===== src/rtl/core/lfu_pkg.sv =====
// ----------------------------------------------------------------------------
// lfu_pkg
// Shared constants and types for the LFU cache.
// ----------------------------------------------------------------------------
package lfu_pkg;

    localparam int ENTRIES   = 16;
    localparam int IDX_W     = $clog2(ENTRIES);
    localparam int CNT_W     = $clog2(ENTRIES + 1);
    localparam int KEY_W     = 32;
    localparam int DATA_W    = 32;
    localparam int USE_W     = 16;
    localparam int AGE_W     = 32;
    localparam int CAP_W     = 5;
    localparam int CAP_RESET = 16;
    localparam logic [USE_W-1:0] USE_MAX = '1;

    localparam logic CMD_GET = 1'b0;
    localparam logic CMD_PUT = 1'b1;

    // one memory word per slot
    typedef struct packed {
        logic [KEY_W-1:0]  key;
        logic [DATA_W-1:0] data;
        logic [USE_W-1:0]  use_cnt;
        logic [AGE_W-1:0]  last_use;
    } entry_t;

    typedef enum logic [2:0] {
        ST_IDLE,
        ST_SCAN,
        ST_DECIDE,
        ST_VREAD,
        ST_WRITE,
        ST_OUT
    } state_t;

endpackage


===== src/rtl/core/lfu_cache.sv =====
// ----------------------------------------------------------------------------
// lfu_cache
// LFU key-value cache with LRU tie break, entries held in one sync RAM.
// Every item scans all entries; a miss or ignored put then goes straight to the result,
// an insert into a free slot writes first, and a hit or an eviction reads back, then writes.
// One item in flight; next item accepted the cycle after the result is taken.
// The scan reads one RAM word per cycle; that read port sets the rate.
// Reset clears valid bits, occupancy, tick and capacity (to 16); no RAM sweep.
// ----------------------------------------------------------------------------
module lfu_cache (
    input  logic        clk,
    input  logic        rst_n,
    input  logic        s_tvalid,
    output logic        s_tready,
    input  logic [71:0] s_tdata,   // cmd[0], key[32:1], value[64:33], zero pad
    output logic        m_tvalid,
    input  logic        m_tready,
    output logic [71:0] m_tdata,   // hit[0], read_value[32:1], evicted[33],
                                   // evicted_key[65:34], zero pad
    input  logic        cfg_we,
    input  logic [4:0]  cfg_wdata
);

    lfu_pkg::entry_t mem [lfu_pkg::ENTRIES];
    lfu_pkg::entry_t rd_q;
    logic                     rd_en;
    logic [lfu_pkg::IDX_W-1:0] rd_addr;
    logic                     wr_en;
    logic [lfu_pkg::IDX_W-1:0] wr_addr;
    lfu_pkg::entry_t          wr_data;

    always_ff @(posedge clk)
    begin
        if (wr_en)
        begin
            mem[wr_addr] <= wr_data;
        end
        if (rd_en)
        begin
            rd_q <= mem[rd_addr];
        end
    end

    lfu_pkg::state_t state_reg, state_next;
    logic [lfu_pkg::ENTRIES-1:0] valid_reg, valid_next;
    logic [lfu_pkg::CNT_W-1:0]   occ_reg, occ_next;
    logic [lfu_pkg::AGE_W-1:0]   tick_reg, tick_next;
    logic [lfu_pkg::CAP_W-1:0]   cap_reg;
    logic [lfu_pkg::CNT_W:0]     ptr_reg, ptr_next;   // read address counter
    logic                        cmd_reg, cmd_next;
    logic [31:0]                 key_reg, key_next, val_reg, val_next;
    logic                        hit_reg, hit_next;
    logic [lfu_pkg::IDX_W-1:0]   hidx_reg, hidx_next;
    logic                        vfound_reg, vfound_next;
    logic [lfu_pkg::IDX_W-1:0]   vidx_reg, vidx_next;
    logic [lfu_pkg::USE_W-1:0]   vcnt_reg, vcnt_next;
    logic [lfu_pkg::AGE_W-1:0]   vage_reg, vage_next;
    logic                        hitout_reg, hitout_next, ev_reg, ev_next;
    logic [31:0]                 rv_reg, rv_next, ek_reg, ek_next;
    logic                        wr_ins_reg, wr_ins_next;
    logic [lfu_pkg::IDX_W-1:0]   widx_reg, widx_next;

    logic [lfu_pkg::IDX_W-1:0] scan_idx;
    logic                      scan_v;
    logic [lfu_pkg::AGE_W-1:0] age;
    logic [lfu_pkg::CNT_W-1:0] cap_eff;
    logic                      free_found;
    logic [lfu_pkg::IDX_W-1:0] free_idx;
    logic [lfu_pkg::USE_W-1:0] cnt_inc;

    always_comb
    begin
        free_found = 1'b0;
        free_idx   = '0;
        for (int i = lfu_pkg::ENTRIES - 1; i >= 0; i--)
        begin
            if (!valid_reg[i])
            begin
                free_found = 1'b1;
                free_idx   = lfu_pkg::IDX_W'(i);
            end
        end
    end

    assign cap_eff  = (32'(cap_reg) > 32'(lfu_pkg::ENTRIES)) ?
                      lfu_pkg::CNT_W'(lfu_pkg::ENTRIES) : lfu_pkg::CNT_W'(cap_reg);
    assign scan_idx = ptr_reg[lfu_pkg::IDX_W-1:0] - lfu_pkg::IDX_W'(1);
    assign scan_v   = valid_reg[scan_idx];
    assign age      = tick_reg - rd_q.last_use;
    assign cnt_inc  = (rd_q.use_cnt == lfu_pkg::USE_MAX) ? rd_q.use_cnt
                                                        : rd_q.use_cnt + 1'b1;

    always_ff @(posedge clk or negedge rst_n)
    begin
        if (!rst_n)
        begin
            state_reg <= lfu_pkg::ST_IDLE;
            valid_reg <= '0;
            occ_reg   <= '0;
            tick_reg  <= '0;
            cap_reg   <= lfu_pkg::CAP_W'(lfu_pkg::CAP_RESET);
        end
        else
        begin
            state_reg <= state_next;
            valid_reg <= valid_next;
            occ_reg   <= occ_next;
            tick_reg  <= tick_next;
            if (cfg_we)
            begin
                cap_reg <= cfg_wdata;
            end
        end
    end

    always_ff @(posedge clk)
    begin
        ptr_reg    <= ptr_next;
        cmd_reg    <= cmd_next;
        key_reg    <= key_next;
        val_reg    <= val_next;
        hit_reg    <= hit_next;
        hidx_reg   <= hidx_next;
        vfound_reg <= vfound_next;
        vidx_reg   <= vidx_next;
        vcnt_reg   <= vcnt_next;
        vage_reg   <= vage_next;
        hitout_reg <= hitout_next;
        ev_reg     <= ev_next;
        rv_reg     <= rv_next;
        ek_reg     <= ek_next;
        wr_ins_reg <= wr_ins_next;
        widx_reg   <= widx_next;
    end

    always_comb
    begin
        state_next  = state_reg;
        valid_next  = valid_reg;
        occ_next    = occ_reg;
        tick_next   = tick_reg;
        ptr_next    = ptr_reg;
        cmd_next    = cmd_reg;
        key_next    = key_reg;
        val_next    = val_reg;
        hit_next    = hit_reg;
        hidx_next   = hidx_reg;
        vfound_next = vfound_reg;
        vidx_next   = vidx_reg;
        vcnt_next   = vcnt_reg;
        vage_next   = vage_reg;
        hitout_next = hitout_reg;
        ev_next     = ev_reg;
        rv_next     = rv_reg;
        ek_next     = ek_reg;
        wr_ins_next = wr_ins_reg;
        widx_next   = widx_reg;
        rd_en       = 1'b0;
        rd_addr     = ptr_reg[lfu_pkg::IDX_W-1:0];
        wr_en       = 1'b0;
        wr_addr     = widx_reg;
        wr_data     = rd_q;
        s_tready    = 1'b0;
        m_tvalid    = 1'b0;

        case (state_reg)
            lfu_pkg::ST_IDLE:
            begin
                s_tready = 1'b1;
                if (s_tvalid)
                begin
                    cmd_next    = s_tdata[0];
                    key_next    = s_tdata[32:1];
                    val_next    = s_tdata[64:33];
                    hit_next    = 1'b0;
                    vfound_next = 1'b0;
                    rd_en       = 1'b1;
                    rd_addr     = '0;
                    ptr_next    = (lfu_pkg::CNT_W+1)'(1);
                    state_next  = lfu_pkg::ST_SCAN;
                end
            end
            lfu_pkg::ST_SCAN:
            begin
                // rd_q holds entry ptr-1; look for key and track victim
                if (scan_v)
                begin
                    if (!hit_reg && rd_q.key == key_reg)
                    begin
                        hit_next  = 1'b1;
                        hidx_next = scan_idx;
                    end
                    if (!vfound_reg || rd_q.use_cnt < vcnt_reg ||
                        (rd_q.use_cnt == vcnt_reg && age > vage_reg))
                    begin
                        vfound_next = 1'b1;
                        vidx_next   = scan_idx;
                        vcnt_next   = rd_q.use_cnt;
                        vage_next   = age;
                    end
                end
                if (32'(ptr_reg) == 32'(lfu_pkg::ENTRIES))
                begin
                    state_next = lfu_pkg::ST_DECIDE;
                end
                else
                begin
                    rd_en    = 1'b1;
                    ptr_next = ptr_reg + 1'b1;
                end
            end
            lfu_pkg::ST_DECIDE:
            begin
                hitout_next = 1'b0;
                ev_next     = 1'b0;
                rv_next     = '0;
                ek_next     = '0;
                wr_ins_next = 1'b0;
                state_next  = lfu_pkg::ST_OUT;
                if (cmd_reg == lfu_pkg::CMD_GET || cap_eff != '0 || hit_reg)
                begin
                    if (hit_reg && (cmd_reg == lfu_pkg::CMD_GET || cap_eff != '0))
                    begin
                        hitout_next = 1'b1;
                        widx_next   = hidx_reg;
                        rd_en       = 1'b1;
                        rd_addr     = hidx_reg;
                        state_next  = lfu_pkg::ST_VREAD;
                    end
                    else if (cmd_reg == lfu_pkg::CMD_PUT && !hit_reg)
                    begin
                        wr_ins_next = 1'b1;
                        state_next  = lfu_pkg::ST_WRITE;
                        if ((occ_reg >= cap_eff || !free_found) && vfound_reg)
                        begin
                            rd_en      = 1'b1;
                            rd_addr    = vidx_reg;
                            widx_next  = vidx_reg;
                            ev_next    = 1'b1;
                            state_next = lfu_pkg::ST_VREAD;
                        end
                        else if (free_found)
                        begin
                            widx_next = free_idx;
                        end
                        else
                        begin
                            wr_ins_next = 1'b0;
                            state_next  = lfu_pkg::ST_OUT;
                        end
                    end
                end
            end
            lfu_pkg::ST_VREAD:
            begin
                // wait for the entry to come back out of the RAM
                state_next = lfu_pkg::ST_WRITE;
            end
            lfu_pkg::ST_WRITE:
            begin
                wr_en     = 1'b1;
                tick_next = tick_reg + 1'b1;
                if (wr_ins_reg)
                begin
                    if (ev_reg)
                    begin
                        ek_next = rd_q.key;
                    end
                    else
                    begin
                        occ_next = occ_reg + 1'b1;
                    end
                    wr_data.key      = key_reg;
                    wr_data.data     = val_reg;
                    wr_data.use_cnt  = lfu_pkg::USE_W'(1);
                    wr_data.last_use = tick_reg + 1'b1;
                    valid_next[widx_reg] = 1'b1;
                end
                else
                begin
                    wr_data.use_cnt  = cnt_inc;
                    wr_data.last_use = tick_reg + 1'b1;
                    if (cmd_reg == lfu_pkg::CMD_GET)
                    begin
                        rv_next = rd_q.data;
                    end
                    else
                    begin
                        wr_data.data = val_reg;
                    end
                end
                state_next = lfu_pkg::ST_OUT;
            end
            lfu_pkg::ST_OUT:
            begin
                m_tvalid = 1'b1;
                if (m_tready)
                begin
                    state_next = lfu_pkg::ST_IDLE;
                end
            end
            default:
            begin
                state_next = lfu_pkg::ST_IDLE;
            end
        endcase
    end

    assign m_tdata = {6'd0, ek_reg, ev_reg, rv_reg, hitout_reg};

endmodule

===== config.mk =====
export PLATFORM = sky130hd
export DESIGN_NAME = lfu_cache
export DESIGN_NICKNAME = d
export VERILOG_FILES = /design/src/rtl/core/lfu_pkg.sv /design/src/rtl/core/lfu_cache.sv
export SDC_FILE = /design/constraint.sdc
export NUM_CORES = 2
export LEC_CHECK = 0
export BUFFER_PORTS_ARGS = -buffer_cell sky130_fd_sc_hd__buf_2
export CAP_MARGIN = 20
export CORE_UTILIZATION = 60
export DETAILED_ROUTE_END_ITERATION = 6
export PLACE_DENSITY = 0.76
export SYNTH_ARGS = -nofsm -noshare
export SYNTH_HDL_FRONTEND = slang
export SYNTH_SLANG_ARGS = --single-unit

===== constraint.sdc =====
create_clock -name clk -period 20.2 [get_ports clk]
set_input_delay 4.04 -clock clk [delete_from_list [all_inputs] [get_ports clk]]
set_output_delay 4.04 -clock clk [all_outputs]
set_load 0.1 [all_outputs]

==> impl_metrics.py <==
metrics = {
    "outcome": {
        "status": "completed",
    },
    "sta": {
        "clock.fmax_ghz": 0.1215,
        "slew_violations": 0,
        "worstMarginPinSlew_ps": 1147,
        "finalCriticalPeriod_ps": 8229,
        "clock_skew_ps": 29.39,
        "rsz0062_at_grt": "false",
        "fin_hold_ws_ps": 490.2,
        "fin_crit_sh": 0.4074,
        "finalHoldViolations": 0,
        "slew_headroom": 0.2356,
        "fin_setup_tns_ps": 0,
        "setup_viol": 0,
    },
    "global_routing": {
        "antenna_found_initial": 4,
        "overflow": 0,
        "grt.total_usage": 0.2874,
        "grt_pass1_wl_um": 325600,
        "grt_pass1_vias": 53298,
        "grt_max_degree": 209,
    },
    "clock_network": {
        "clkTransAtPathRegs_ps": 70,
        "postCtsHoldBufs": 0,
        "cts_tree": "yes",
        "cts.htree.levels": 4,
        "cts.sink_count": 2165,
        "clk_latency_ps": 860,
        "clockBufferDepth": 3,
        "post_cts_buffers": 0,
        "post_cts_resized": 0,
        "cts_inserted_buffers": 205,
        "root_buffer": "clkbuf_16",
    },
    "worst_setup_path": {
        "rrSetupSlack_ps": 13310,
        "timing.rr.start": "hit_reg",
        "path_class": "input pin to flip-flop",
        "arrival_ps": 8910,
        "crit_top_cell": "buf_4",
        "cp.required_ps": 20890,
        "crit_chain": "buf_2, nor2_1, nor3_1, a41o_4, buf_4, buf_4, buf_4, buf_4, and3_1, a211oi_1, a31oi_1, mux2i_1, mux2i_1",
        "path_max_fanout": 77,
        "crit_path_top_delay_cell": "buf_4",
        "r2r-end": "rd_q[6]",
        "slowest_delay_ps": 850,
        "ff2ff_path_depth": 13,
        "crit_family": "buffers and inverters",
        "crit_buf_inv": 5,
        "worstSetupStartpointType": "input pin",
        "critPathCaptureType": "flip-flop",
    },
    "logic_synthesis": {
        "synth_edf_count": 2104,
        "syn-mean-instance-area_um2": 14.14,
        "yosys.cell_types.count": 71,
        "yosysWarnings": 0,
        "syn_inst": 6359,
        "yosysSeqAreaShare": 0.7195,
        "synthTopCellsByArea": "edfxtp_1, nand2_1, a211oi_1, mux2i_1, and3_1",
        "async_flop_share": 0.02818,
        "ys_seq_elements": 2165,
        "synthesis.area_um2": 89940,
        "synthFlopType": "edfxtp_1",
        "yosysTopAreaCell": "edfxtp_1",
        "yosysTopAreaCellShare": 0.7025,
    },
    "drt": {
        "antenna_left": 0,
        "wirelength_um": 218600,
        "drtPass1Iterations": 6,
        "top_layer_used": "met5",
        "wl_met3_um": 22970,
        "drt-met1-wl_um": 85920,
        "drt-initial-drc-count": 6048,
        "wl_met2_um": 103500,
        "viasPerCell": 6.462,
        "vias": 54849,
        "post_drt_wl_per_cell_um": 25.75,
        "drc": 0,
    },
    "floorplanning": {
        "rows": 141,
        "num_io_pins": 156,
        "initial_utilization": 0.6069,
        "core_um2": 148200,
        "die-width_um": 389.2,
        "dieArea_um2": 151400,
        "die_y_um": 389.2,
    },
    "power_and_ir_drop": {
        "p_per_area_nw_per_um2": 160.6,
        "totalPowerFinal_mw": 15.93,
        "leakagePower_nw": 34.92,
        "ir_worst_vdd_v": 0.0001490,
    },
    "finish": {
        "reg.largest.list": "mem: 1792 flops, rd_q: 112 flops",
        "fin_nets": 6557,
        "fill_cells": 9844,
        "layout-drive-gt1-share": 0.09777,
        "largest_reg_flops": 1792,
        "regArea_um2": 64710,
        "top_register": "mem",
        "area.growth.synth_to_final_pct": 10.29,
        "multi_input_area_um2": 22990,
    },
    "placement": {
        "place_hpwl_um": 103500,
        "portBuffers": 142,
        "gp_congestion": 0.8693,
    },
    "hold_path": {
        "worstHoldStart": "occ_reg[4]",
        "hold_depth": 1,
        "min_to": "occ_reg[4]",
        "hold_class": "flip-flop to flip-flop",
    },
    "job": {
        "maxCapViolations": 0,
    },
}
-- metrics by stage --
step	setup slack, ps	instances	utilization	instance area, µm²
6_report	11970	8488	0.6693	99190
2_1_floorplan	7386	6364	-	89950
3_3_place_gp	11070	8103	0.6227	92280
3_5_place_dp	11020	8104	0.6228	92300
4_1_cts	11890	8484	0.6689	99130
5_1_grt	11770	8486	0.6693	99180
-- layout make-up --
cell class                      count  area share
Multi-Input combinational cell   3639      0.2318
Clock buffer                      248     0.05482
Timing Repair Buffer              260     0.01830
Clock inverter                    132     0.01405
Sequential cell                  2165      0.6524
Tap cell                         1930     0.02435
Inverter                          112    0.004264
Antenna cell                        2  0.00005046
-- report_power, final --
| part | internal (mW) | switching (mW) | total, mW |
|---|---|---|---|
| Sequential | 6.11 | 0.232 | 6.34 |
| Clock | 2.24 | 1.64 | 3.88 |
| Combinational | 1.77 | 3.94 | 5.71 |
| Total | 10.1 | 5.81 | 15.9 |
-- cell usage in the layout, fill, tap and decap left out, types with 60 or more instances in the layout --
cell,count
edfxtp_1,2104
xnor2_1,71
and3_1,464
mux2i_1,337
xor2_1,70
and2_1,68
buf_2,142
ha_1,91
inv_1,111
nand2_1,1100
buf_4,101
o21ai_0,67
a211oi_1,454
nor2_1,85
a31oi_1,457
clkbuf_16,210
dfrtp_1,60
-- Yosys cell counts (11+ instances only) --
master and number:
a211oi_1 454, a21o_1 29, a21oi_1 49, a31oi_1 457, and2_1 69, and3_1 464
buf_1 19, buf_2 170, buf_4 28, clkbuf_1 222, dfrtp_1 60, edfxtp_1 2104
ha_1 91, inv_1 112, mux2_2 37, mux2i_1 337, nand2_1 1102, nand2b_1 11
nand3_1 37, nand4_1 31, nor2_1 95, nor2b_1 17, nor3_1 29, nor4_1 12
o21ai_0 68, o21bai_1 14, xnor2_1 71, xor2_1 70
-- routing by layer --
metal	global-route usage	up-vias
met5	0	-
li1	-	24229
met3	0.04922	426
met4	0.09664	2
met1	0.4046	27217
met2	0.4588	2975
-- logic make-up after synthesis --
kind of cell               count (synthesis)  share of synthesized area
buffers and inverters                    560                    0.02737
adders and majority gates                 92                    0.01288
other                                      1                 0.00004170
DFF                                     2165                     0.7195
and+or+nand+nor                         1902                    0.09864
xor gates and xnor gates                 141                    0.01373
muxes                                    379                    0.04339
AOI/OAI and AO/OA                       1119                    0.08445
-- how the worst max path moves through the flow --
stage / to / slack, ps / start / cells past startpoint
after floorplan: mem[12][0] / 7390 / state_reg[0] / 5
after global placement: rd_q[20] / 11070 / s_tvalid / 12
after detailed placement: rd_q[20] / 11020 / s_tvalid / 12
after CTS: rd_q[20] / 11890 / s_tvalid / 12
after global routing: rd_q[22] / 11770 / s_tvalid / 13
final: rd_q[62] / 11970 / s_tvalid / 13
No activity file was read; power rests on OpenSTA's default activity.
